--- src/design/assert_macros.svh ---
// Assertion helpers shared by the RTL. Reset is active low and synchronous.
`ifndef ASSERT_MACROS_SVH
`define ASSERT_MACROS_SVH

// Same-cycle implication, disabled while in reset.
`define SVU_ASSERT_IMPL(label, clk, rst_n, ante, cons, msg) \
  label: assert property (@(posedge clk) disable iff (!rst_n) (ante) |-> (cons)) \
    else $error(msg);

// Next-cycle implication, disabled while in reset.
`define SVU_ASSERT_NEXT(label, clk, rst_n, ante, cons, msg) \
  label: assert property (@(posedge clk) disable iff (!rst_n) (ante) |=> (cons)) \
    else $error(msg);

`endif

--- src/design/svu_pkg.sv ---
`timescale 1ns / 1ps

package svu_pkg;

  // Block length and field widths
  localparam int BLOCK_LEN = 16;
  localparam int SAMPLE_W  = 10;
  localparam int CNT_W     = 9;
  localparam int SUM_W     = 18;
  localparam int SQ_W      = 28;
  localparam int OUT_W     = 16;

  // Final computation widths
  localparam int SQR_W     = 2 * SUM_W;
  localparam int NUM_W     = SQ_W + CNT_W;
  localparam int SCALE     = 100;
  localparam int SCALE_W   = 7;
  localparam int P_W       = NUM_W + SCALE_W;
  localparam int DEN       = BLOCK_LEN * (BLOCK_LEN - 1);
  localparam int DEN_W     = $clog2(DEN + 1);

  // Scaled numerator at or above this gives a quotient beyond OUT_W bits
  localparam logic [P_W-1:0] SAT_LIMIT = P_W'(DEN) << OUT_W;

  // Division by DEN as a multiply by a rounded-up reciprocal. Below SAT_LIMIT the
  // dividend fits DIV_IN_W bits, and the shift is wide enough that the rounding
  // error never reaches the next integer.
  localparam int DIV_IN_W   = OUT_W + DEN_W;
  localparam int REC_SH     = OUT_W + 2 * DEN_W;
  localparam int REC_M_W    = REC_SH - DEN_W + 2;
  localparam int REC_PROD_W = DIV_IN_W + REC_M_W;
  localparam logic [REC_M_W-1:0] REC_M =
    REC_M_W'(((64'd1 << REC_SH) + 64'(DEN) - 64'd1) / 64'(DEN));

  // Block queue
  localparam int FIFO_DEPTH = 2;
  localparam int FIFO_AW    = 1;

  typedef struct packed {
    logic [SUM_W-1:0] sum;
    logic [SQ_W-1:0]  sumsq;
  } entry_t;

  typedef enum logic [6:0] {
    ST_IDLE  = 7'b0000001,
    ST_MUL   = 7'b0000010,
    ST_SUB   = 7'b0000100,
    ST_SCALE = 7'b0001000,
    ST_CHECK = 7'b0010000,
    ST_DIV   = 7'b0100000,
    ST_DONE  = 7'b1000000
  } back_state_t;

endpackage

--- src/design/sample_variance_unit_top.sv ---
`timescale 1ns / 1ps
// Sample variance unit: unbiased variance of blocks of BLOCK_LEN samples, times 100.
// Input channel in_valid / in_ready / in_sample: one 10-bit unsigned sample per transfer.
// Result channel out_valid / out_ready / out_variance_x100 / out_saturated: one
// transfer per completed block, giving floor(100*(N*sumsq - sum^2) / (N*(N-1)))
// clamped to 65535, with out_saturated high when the clamp applied.
// Throughput: one sample per cycle while the queue has room. The front accumulates each
// sample as it is taken and hands each finished block to a two-entry queue; the back
// works one block at a time (pop, products, subtract, scale, saturation check, one
// reciprocal multiply for the division by the constant N*(N-1), load), skipping the
// multiply when the result saturates. With N below 7 the queue can fill and in_ready
// drops until the back catches up.
// A finished block passes through the queue and the back's states before out_valid,
// and later if an earlier result still waits in the output register.
// Reset (rst_n low, synchronous) empties the queue, clears the count and both
// sums and drops out_valid. When the receiver stalls, the result holds in the
// output register, the back waits behind it, and in_ready falls once the queue
// has filled.

module sample_variance_unit_top (
  input  logic                          clk,
  input  logic                          rst_n,
  input  logic                          in_valid,
  output logic                          in_ready,
  input  logic [svu_pkg::SAMPLE_W-1:0]  in_sample,
  output logic                          out_valid,
  input  logic                          out_ready,
  output logic [svu_pkg::OUT_W-1:0]     out_variance_x100,
  output logic                          out_saturated
);

  // front to queue
  logic            push;
  svu_pkg::entry_t push_data;
  logic            fifo_full;
  // queue to back
  logic            fifo_valid;
  logic            fifo_pop;
  svu_pkg::entry_t fifo_data;

  // accumulate samples; drop the sums into the queue on the last one
  svu_front u_front (
    .clk         (clk),
    .rst_n       (rst_n),
    .in_valid    (in_valid),
    .in_ready    (in_ready),
    .in_sample   (in_sample),
    .fifo_full_i (fifo_full),
    .push_o      (push),
    .push_data_o (push_data)
  );

  // hold finished blocks so the front keeps taking samples
  svu_fifo u_fifo (
    .clk         (clk),
    .rst_n       (rst_n),
    .push_i      (push),
    .push_data_i (push_data),
    .full_o      (fifo_full),
    .valid_o     (fifo_valid),
    .pop_i       (fifo_pop),
    .pop_data_o  (fifo_data)
  );

  // compute, divide and present the result
  svu_back u_back (
    .clk               (clk),
    .rst_n             (rst_n),
    .fifo_valid_i      (fifo_valid),
    .fifo_data_i       (fifo_data),
    .fifo_pop_o        (fifo_pop),
    .out_valid         (out_valid),
    .out_ready         (out_ready),
    .out_variance_x100 (out_variance_x100),
    .out_saturated     (out_saturated)
  );

endmodule

--- src/design/svu_front.sv ---
`timescale 1ns / 1ps

module svu_front (
  input  logic                          clk,
  input  logic                          rst_n,
  input  logic                          in_valid,
  output logic                          in_ready,
  input  logic [svu_pkg::SAMPLE_W-1:0]  in_sample,
  input  logic                          fifo_full_i,
  output logic                          push_o,
  output svu_pkg::entry_t               push_data_o
);

  logic [svu_pkg::CNT_W-1:0]      count_r, count_nxt;
  logic [svu_pkg::SUM_W-1:0]      sum_r, sum_nxt;
  logic [svu_pkg::SQ_W-1:0]       sumsq_r, sumsq_nxt;
  logic [2*svu_pkg::SAMPLE_W-1:0] square;
  logic [svu_pkg::SUM_W-1:0]      sum_add;
  logic [svu_pkg::SQ_W-1:0]       sumsq_add;
  logic                           accept;
  logic                           last;

  assign in_ready  = !fifo_full_i;
  assign accept    = in_valid && in_ready;
  assign square    = (2*svu_pkg::SAMPLE_W)'(in_sample) * (2*svu_pkg::SAMPLE_W)'(in_sample);
  assign sum_add   = sum_r + svu_pkg::SUM_W'(in_sample);
  assign sumsq_add = sumsq_r + svu_pkg::SQ_W'(square);
  assign last      = (count_r == svu_pkg::CNT_W'(svu_pkg::BLOCK_LEN - 1));

  // hand the finished block to the queue and clear
  assign push_o            = accept && last;
  assign push_data_o.sum   = sum_add;
  assign push_data_o.sumsq = sumsq_add;

  always_comb begin
    count_nxt = count_r;
    sum_nxt   = sum_r;
    sumsq_nxt = sumsq_r;
    if (accept) begin
      if (last) begin
        count_nxt = '0;
        sum_nxt   = '0;
        sumsq_nxt = '0;
      end else begin
        count_nxt = count_r + 1'b1;
        sum_nxt   = sum_add;
        sumsq_nxt = sumsq_add;
      end
    end
  end

  always_ff @(posedge clk) begin
    if (!rst_n) begin
      count_r <= '0;
      sum_r   <= '0;
      sumsq_r <= '0;
    end else begin
      count_r <= count_nxt;
      sum_r   <= sum_nxt;
      sumsq_r <= sumsq_nxt;
    end
  end

endmodule

--- src/design/svu_fifo.sv ---
`timescale 1ns / 1ps
`include "assert_macros.svh"

module svu_fifo (
  input  logic            clk,
  input  logic            rst_n,
  input  logic            push_i,
  input  svu_pkg::entry_t push_data_i,
  output logic            full_o,
  output logic            valid_o,
  input  logic            pop_i,
  output svu_pkg::entry_t pop_data_o
);

  svu_pkg::entry_t              mem [svu_pkg::FIFO_DEPTH];
  logic [svu_pkg::FIFO_AW-1:0]  wr_ptr_r, wr_ptr_nxt;
  logic [svu_pkg::FIFO_AW-1:0]  rd_ptr_r, rd_ptr_nxt;
  logic [svu_pkg::FIFO_AW:0]    count_r, count_nxt;

  assign full_o     = (count_r == (svu_pkg::FIFO_AW+1)'(svu_pkg::FIFO_DEPTH));
  assign valid_o    = (count_r != '0);
  assign pop_data_o = mem[rd_ptr_r];

  always_comb begin
    wr_ptr_nxt = push_i ? wr_ptr_r + 1'b1 : wr_ptr_r;
    rd_ptr_nxt = pop_i  ? rd_ptr_r + 1'b1 : rd_ptr_r;
    count_nxt  = count_r + (svu_pkg::FIFO_AW+1)'(push_i) - (svu_pkg::FIFO_AW+1)'(pop_i);
  end

  always_ff @(posedge clk) begin
    if (push_i) begin
      mem[wr_ptr_r] <= push_data_i;
    end
  end

  always_ff @(posedge clk) begin
    if (!rst_n) begin
      wr_ptr_r <= '0;
      rd_ptr_r <= '0;
      count_r  <= '0;
    end else begin
      wr_ptr_r <= wr_ptr_nxt;
      rd_ptr_r <= rd_ptr_nxt;
      count_r  <= count_nxt;
    end
  end

  `SVU_ASSERT_IMPL(a_no_overflow, clk, rst_n, push_i, !full_o, "push into a full block queue")
  `SVU_ASSERT_IMPL(a_no_underflow, clk, rst_n, pop_i, valid_o, "pop from an empty block queue")

endmodule

--- src/design/svu_back.sv ---
`timescale 1ns / 1ps
`include "assert_macros.svh"

module svu_back (
  input  logic                         clk,
  input  logic                         rst_n,
  input  logic                         fifo_valid_i,
  input  svu_pkg::entry_t              fifo_data_i,
  output logic                         fifo_pop_o,
  output logic                         out_valid,
  input  logic                         out_ready,
  output logic [svu_pkg::OUT_W-1:0]    out_variance_x100,
  output logic                         out_saturated
);

  svu_pkg::back_state_t               state_r, state_nxt;
  svu_pkg::entry_t                    entry_r, entry_nxt;
  logic [svu_pkg::NUM_W-1:0]          nq_r, nq_nxt;
  logic [svu_pkg::SQR_W-1:0]          ss_r, ss_nxt;
  logic [svu_pkg::NUM_W-1:0]          num_r, num_nxt;
  logic [svu_pkg::P_W-1:0]            p_r, p_nxt;
  logic [svu_pkg::OUT_W-1:0]          quot_r, quot_nxt;
  logic                               sat_r, sat_nxt;
  logic                               out_valid_r, out_valid_nxt;
  logic [svu_pkg::OUT_W-1:0]          out_var_r, out_var_nxt;
  logic                               out_sat_r, out_sat_nxt;
  logic [svu_pkg::REC_PROD_W-1:0]     recip_prod;
  logic                               load_out;

  assign recip_prod = svu_pkg::REC_PROD_W'(p_r[svu_pkg::DIV_IN_W-1:0]) *
                      svu_pkg::REC_PROD_W'(svu_pkg::REC_M);
  assign load_out   = (state_r == svu_pkg::ST_DONE) && (!out_valid_r || out_ready);

  always_comb begin
    state_nxt   = state_r;
    entry_nxt   = entry_r;
    nq_nxt      = nq_r;
    ss_nxt      = ss_r;
    num_nxt     = num_r;
    p_nxt       = p_r;
    quot_nxt    = quot_r;
    sat_nxt     = sat_r;
    fifo_pop_o  = 1'b0;
    unique case (state_r)
      svu_pkg::ST_IDLE: begin
        if (fifo_valid_i) begin
          fifo_pop_o = 1'b1;
          entry_nxt  = fifo_data_i;
          state_nxt  = svu_pkg::ST_MUL;
        end
      end
      svu_pkg::ST_MUL: begin
        nq_nxt    = svu_pkg::NUM_W'(entry_r.sumsq) * svu_pkg::NUM_W'(svu_pkg::BLOCK_LEN);
        ss_nxt    = svu_pkg::SQR_W'(entry_r.sum) * svu_pkg::SQR_W'(entry_r.sum);
        state_nxt = svu_pkg::ST_SUB;
      end
      svu_pkg::ST_SUB: begin
        // N*sumsq - sum^2 is never negative
        num_nxt   = nq_r - svu_pkg::NUM_W'(ss_r);
        state_nxt = svu_pkg::ST_SCALE;
      end
      svu_pkg::ST_SCALE: begin
        p_nxt     = svu_pkg::P_W'(num_r) * svu_pkg::P_W'(svu_pkg::SCALE);
        state_nxt = svu_pkg::ST_CHECK;
      end
      svu_pkg::ST_CHECK: begin
        if (p_r >= svu_pkg::SAT_LIMIT) begin
          quot_nxt  = '1;
          sat_nxt   = 1'b1;
          state_nxt = svu_pkg::ST_DONE;
        end else begin
          // below the limit the dividend fits the reciprocal multiplier
          sat_nxt   = 1'b0;
          state_nxt = svu_pkg::ST_DIV;
        end
      end
      svu_pkg::ST_DIV: begin
        quot_nxt  = recip_prod[svu_pkg::REC_SH +: svu_pkg::OUT_W];
        state_nxt = svu_pkg::ST_DONE;
      end
      svu_pkg::ST_DONE: begin
        if (load_out) begin
          state_nxt = svu_pkg::ST_IDLE;
        end
      end
      default: begin
        state_nxt = svu_pkg::ST_IDLE;
      end
    endcase
  end

  always_comb begin
    out_valid_nxt = (out_valid_r && !out_ready) || load_out;
    out_var_nxt   = load_out ? quot_r : out_var_r;
    out_sat_nxt   = load_out ? sat_r  : out_sat_r;
  end

  assign out_valid         = out_valid_r;
  assign out_variance_x100 = out_var_r;
  assign out_saturated     = out_sat_r;

  always_ff @(posedge clk) begin
    if (!rst_n) begin
      state_r     <= svu_pkg::ST_IDLE;
      out_valid_r <= 1'b0;
    end else begin
      state_r     <= state_nxt;
      out_valid_r <= out_valid_nxt;
    end
  end

  always_ff @(posedge clk) begin
    entry_r   <= entry_nxt;
    nq_r      <= nq_nxt;
    ss_r      <= ss_nxt;
    num_r     <= num_nxt;
    p_r       <= p_nxt;
    quot_r    <= quot_nxt;
    sat_r     <= sat_nxt;
    out_var_r <= out_var_nxt;
    out_sat_r <= out_sat_nxt;
  end

  `SVU_ASSERT_NEXT(a_result_held, clk, rst_n, out_valid_r && !out_ready, out_valid_r && $stable(out_var_r) && $stable(out_sat_r), "result changed while stalled")
  `SVU_ASSERT_IMPL(a_sat_clamps, clk, rst_n, out_valid_r && out_sat_r, out_var_r == '1, "saturated result not clamped")
  `SVU_ASSERT_NEXT(a_pop_starts_work, clk, rst_n, fifo_pop_o, state_r == svu_pkg::ST_MUL, "block popped without starting work")

endmodule

--- config.mk ---
export PLATFORM = sky130hd
export DESIGN_NAME = sample_variance_unit_top
export DESIGN_NICKNAME = d
export VERILOG_FILES = /design/src/design/svu_pkg.sv /design/src/design/sample_variance_unit_top.sv /design/src/design/svu_front.sv /design/src/design/svu_fifo.sv /design/src/design/svu_back.sv
export VERILOG_INCLUDE_DIRS = /design/src /design/src/design
export SDC_FILE = /design/constraint.sdc
export NUM_CORES = 2
export LEC_CHECK = 0
export BUFFER_PORTS_ARGS = -buffer_cell sky130_fd_sc_hd__buf_2
export CORE_MARGIN = 10
export CORE_UTILIZATION = 30
export DETAILED_ROUTE_END_ITERATION = 6
export HOLD_SLACK_MARGIN = 0.02
export REMOVE_ABC_BUFFERS = 1
export SKIP_CTS_REPAIR_TIMING = 1
export SYNTH_ARGS = -nofsm -noshare
export SYNTH_HDL_FRONTEND = slang
export SYNTH_SLANG_ARGS = --single-unit
--- constraint.sdc ---
create_clock -name clk -period 13 [get_ports clk]
set_input_delay 1.95 -clock clk [delete_from_list [all_inputs] [get_ports clk]]
set_output_delay 1.95 -clock clk [all_outputs]
set_load 0.005 [all_outputs]
==> out/summary.txt <==
Status - completed
Num CTS Buffers - 42
Fin cells - 4954
Via count of the first global-routing pass - 23375
Layout cells sized above 1 - 0.05705
Dominant cell type by area after synthesis - edfxtp_1
Placed cells - 4878
Total track usage - 0.1052
Power per cell area - 99.07 nW/um^2
Max_slew headroom - 0.2021
Antenna violations before repair - 1
Number of synthesized flops with an enable pin - 312
Synthesized area - 35520 sq um
Max-slew violations - 0
Largest cells by area after synthesis - edfxtp_1 (26%), fa_1 (21%), ha_1 (17%)
Clock Sinks - 379
Fin crit period - 7.057 ns
Fin area - 39020 sq um
Commonest cells after routing, fill and taps aside - inv_1 (734), ha_1 (473), fa_1 (378)
R2r worst-path depth - 22
CTS H-tree lvls - 2
Unrepaired setup endpoints after global routing - false
DR pass1 iterations - 5
DRT iter0 DRCs - 995
Warnings from Yosys - 0
Initial core utilization - 0.3016
Deepest clock path buffer count - 3
Startpoint types - input pin
Fill count - 11836
Crit. Startpoint - in_sample[1]
Reg-to-reg endpoint - u_back.ss_r[35]
Via density - 4.525
Antenna violation net count after detailed routing - 0
Busiest grt layer - met2
WP data arrival - 7.39 ns
Seq cells post-synth - 379
I/O Pins - 33
Die H - 364.1 um
Share of the synthesized area in the top cell type - 0.2638
Synth unique cells - 86
Total gr overflow - 0
First-pass GRT wire length - 116600 um
Clock Skews - 0.05205 ns
FF-to-FF setup slack - 6.08 ns
Commonest non-fill, non-tap cell in the layout - inv_1
Final wirelength - 68300 um
Clk pin slew, worst setup/hold paths - 0.06 ns
Area delta synth->final - 9.860%
GR Util met3 - 0.01390
Synthesized instance count - 3365
Wire length per cell - 13.79 um
Root buffer cell - clkbuf_16
Met1 usage - 0.1405
Final Setup Violations - 0
Final core occ - 0.3313
Placer Congestion - 0.8165
Leak - 18.29 nW
Post-route DRC - 0
Setup_tns - 0 ns
Largest net degree at the start of global routing - 65
Core area - 117800 sq um
Crit Reg-Reg Startpoint - u_back.entry_r[31]
Worst hold path startpoint - u_back.quot_r[15]
Max frequency - 141.7 MHz
Global-route met2 utilization - 0.1814
WP data required - 13.34 ns
Period utilisation layout - 0.5429
Number of port buffers - 32
Final Hold Vio Count - 0
Area after DPL - 37470 sq um
HP Class - register to register
Ys async rst share - 0
Die ar. - 132600 sq um
Syn_area_per_cell - 10.56 sq um
Critical Path End Type - register
Rows - 126
Antenna Cells - 0
Chip width - 364.1 um
DR vias - 22416
Worst Setup EP - u_fifo.mem[1][24]
Post-DP HPWL - 55030 um
Sequential share of the synthesized area - 0.3015
Worst-Skew Late Latency - 0.61 ns
Max_cap viols - 0
Worst VDD drop - 0.09660 mV
CTS tree - built
Ys flop type - edfxtp_1
Max FO, Critical Path - 14
Layout Nets - 4251
Worst slew pin tran - 1.192 ns
Crit Path Category - input pin to register
worst min-delay path by stage:
stage / to / slack (ns) / depth (start not counted)
floorplan: u_back.nq_r[10] / 0.40 / 0
global placement: u_back.out_saturated / 0.41 / 0
detailed placement: u_back.out_variance_x100[15] / 0.40 / 0
CTS: u_back.out_variance_x100[15] / 0.42 / 0
global route: u_back.out_variance_x100[15] / 0.43 / 0
finish: u_back.out_variance_x100[15] / 0.42 / 0
metrics by stage:
stage | power [mW] | hold slack [ns] | setup WS [ns]
floorplan | 2.311 | 0.4003 | 6.037
global placement | 2.520 | 0.4072 | 5.381
detailed placement | 2.555 | 0.4045 | 5.298
CTS | 3.911 | 0.4194 | 5.953
global route | 4.116 | 0.4260 | 5.569
finish | 3.866 | 0.4171 | 5.943
logic make-up (layout without fill, tap and decap cells):
| group | Yosys count | in the layout | share of synthesized area |
|---|---|---|---|
| AOI/OAI and AO/OA | 455 | 455 | 0.08571 |
| xor gates and xnor gates | 170 | 170 | 0.04192 |
| adders and majority gates | 851 | 851 | 0.3797 |
| buffers and inverters | 801 | 853 | 0.08469 |
| DFF | 379 | 379 | 0.3015 |
| muxes | 50 | 50 | 0.01582 |
| other | 1 | 2 | 0.0001056 |
| and+or+nand+nor | 658 | 658 | 0.09053 |
synth_stat cells (16+ instances only):
| cell | number |
|---|---|
| ha_1 | 473 |
| clkbuf_1 | 62 |
| o21ai_0 | 52 |
| a211oi_1 | 16 |
| inv_1 | 734 |
| nand4_1 | 24 |
| fa_1 | 378 |
| nand2_1 | 224 |
| nor3_1 | 29 |
| a21oi_1 | 150 |
| nand3_1 | 51 |
| xnor2_1 | 98 |
| a21o_1 | 56 |
| o21bai_1 | 25 |
| edfxtp_1 | 312 |
| nor2_1 | 123 |
| xor2_1 | 72 |
| nor2b_1 | 22 |
| o21a_1 | 20 |
| mux2_2 | 49 |
| and2_1 | 105 |
| dfxtp_1 | 67 |
critical path, stage by stage:
cell     delay [ns]
buf_2          0.24
nand2_1        0.17
fa_1           0.56
inv_1          0.06
fa_1           0.53
inv_1          0.05
fa_1           0.52
inv_1          0.05
fa_1           0.53
inv_1          0.05
fa_1           0.52
inv_1          0.04
ha_1           0.36
and3_1         0.23
and2_1         0.14
a21oi_1        0.10
and4_1         0.25
o31ai_1        0.61
nand3_1        0.25
xnor2_1        0.18
state kept, by name (all words and copies together) (netlist names), 18 cells and up:
signal	flops
u_fifo.mem	92
u_back.entry_r	46
u_back.p_r	41
u_back.num_r	36
u_back.ss_r	35
u_back.nq_r	28
u_front.sumsq_r	28
u_front.sum_r	18
where the power goes:
part | internal [mW] | switching, mW
sequential | 1.43 | 0.0219
clock | 0.806 | 0.528
combinational | 0.423 | 0.653
layer usage:
layer  wire length, um  share of wire
met5                 0              0
met4              1114          0.016
met3              2264          0.033
met2             32560           0.48
met1             32360           0.47
layout make-up:
cell class	count	area [sq um]	area share
Multi-Input combinational cell	2186	21840	0.5597
Sequential cell	379	10710	0.2745
Inverter	734	2755	0.07061
Tap cell	1536	1922	0.04925
Clock buffer	48	1115	0.02857
Clock inverter	28	435.4	0.01116
Timing Repair Buffer	43	242.7	0.006221
No activity file was read; power rests on OpenSTA's default activity.
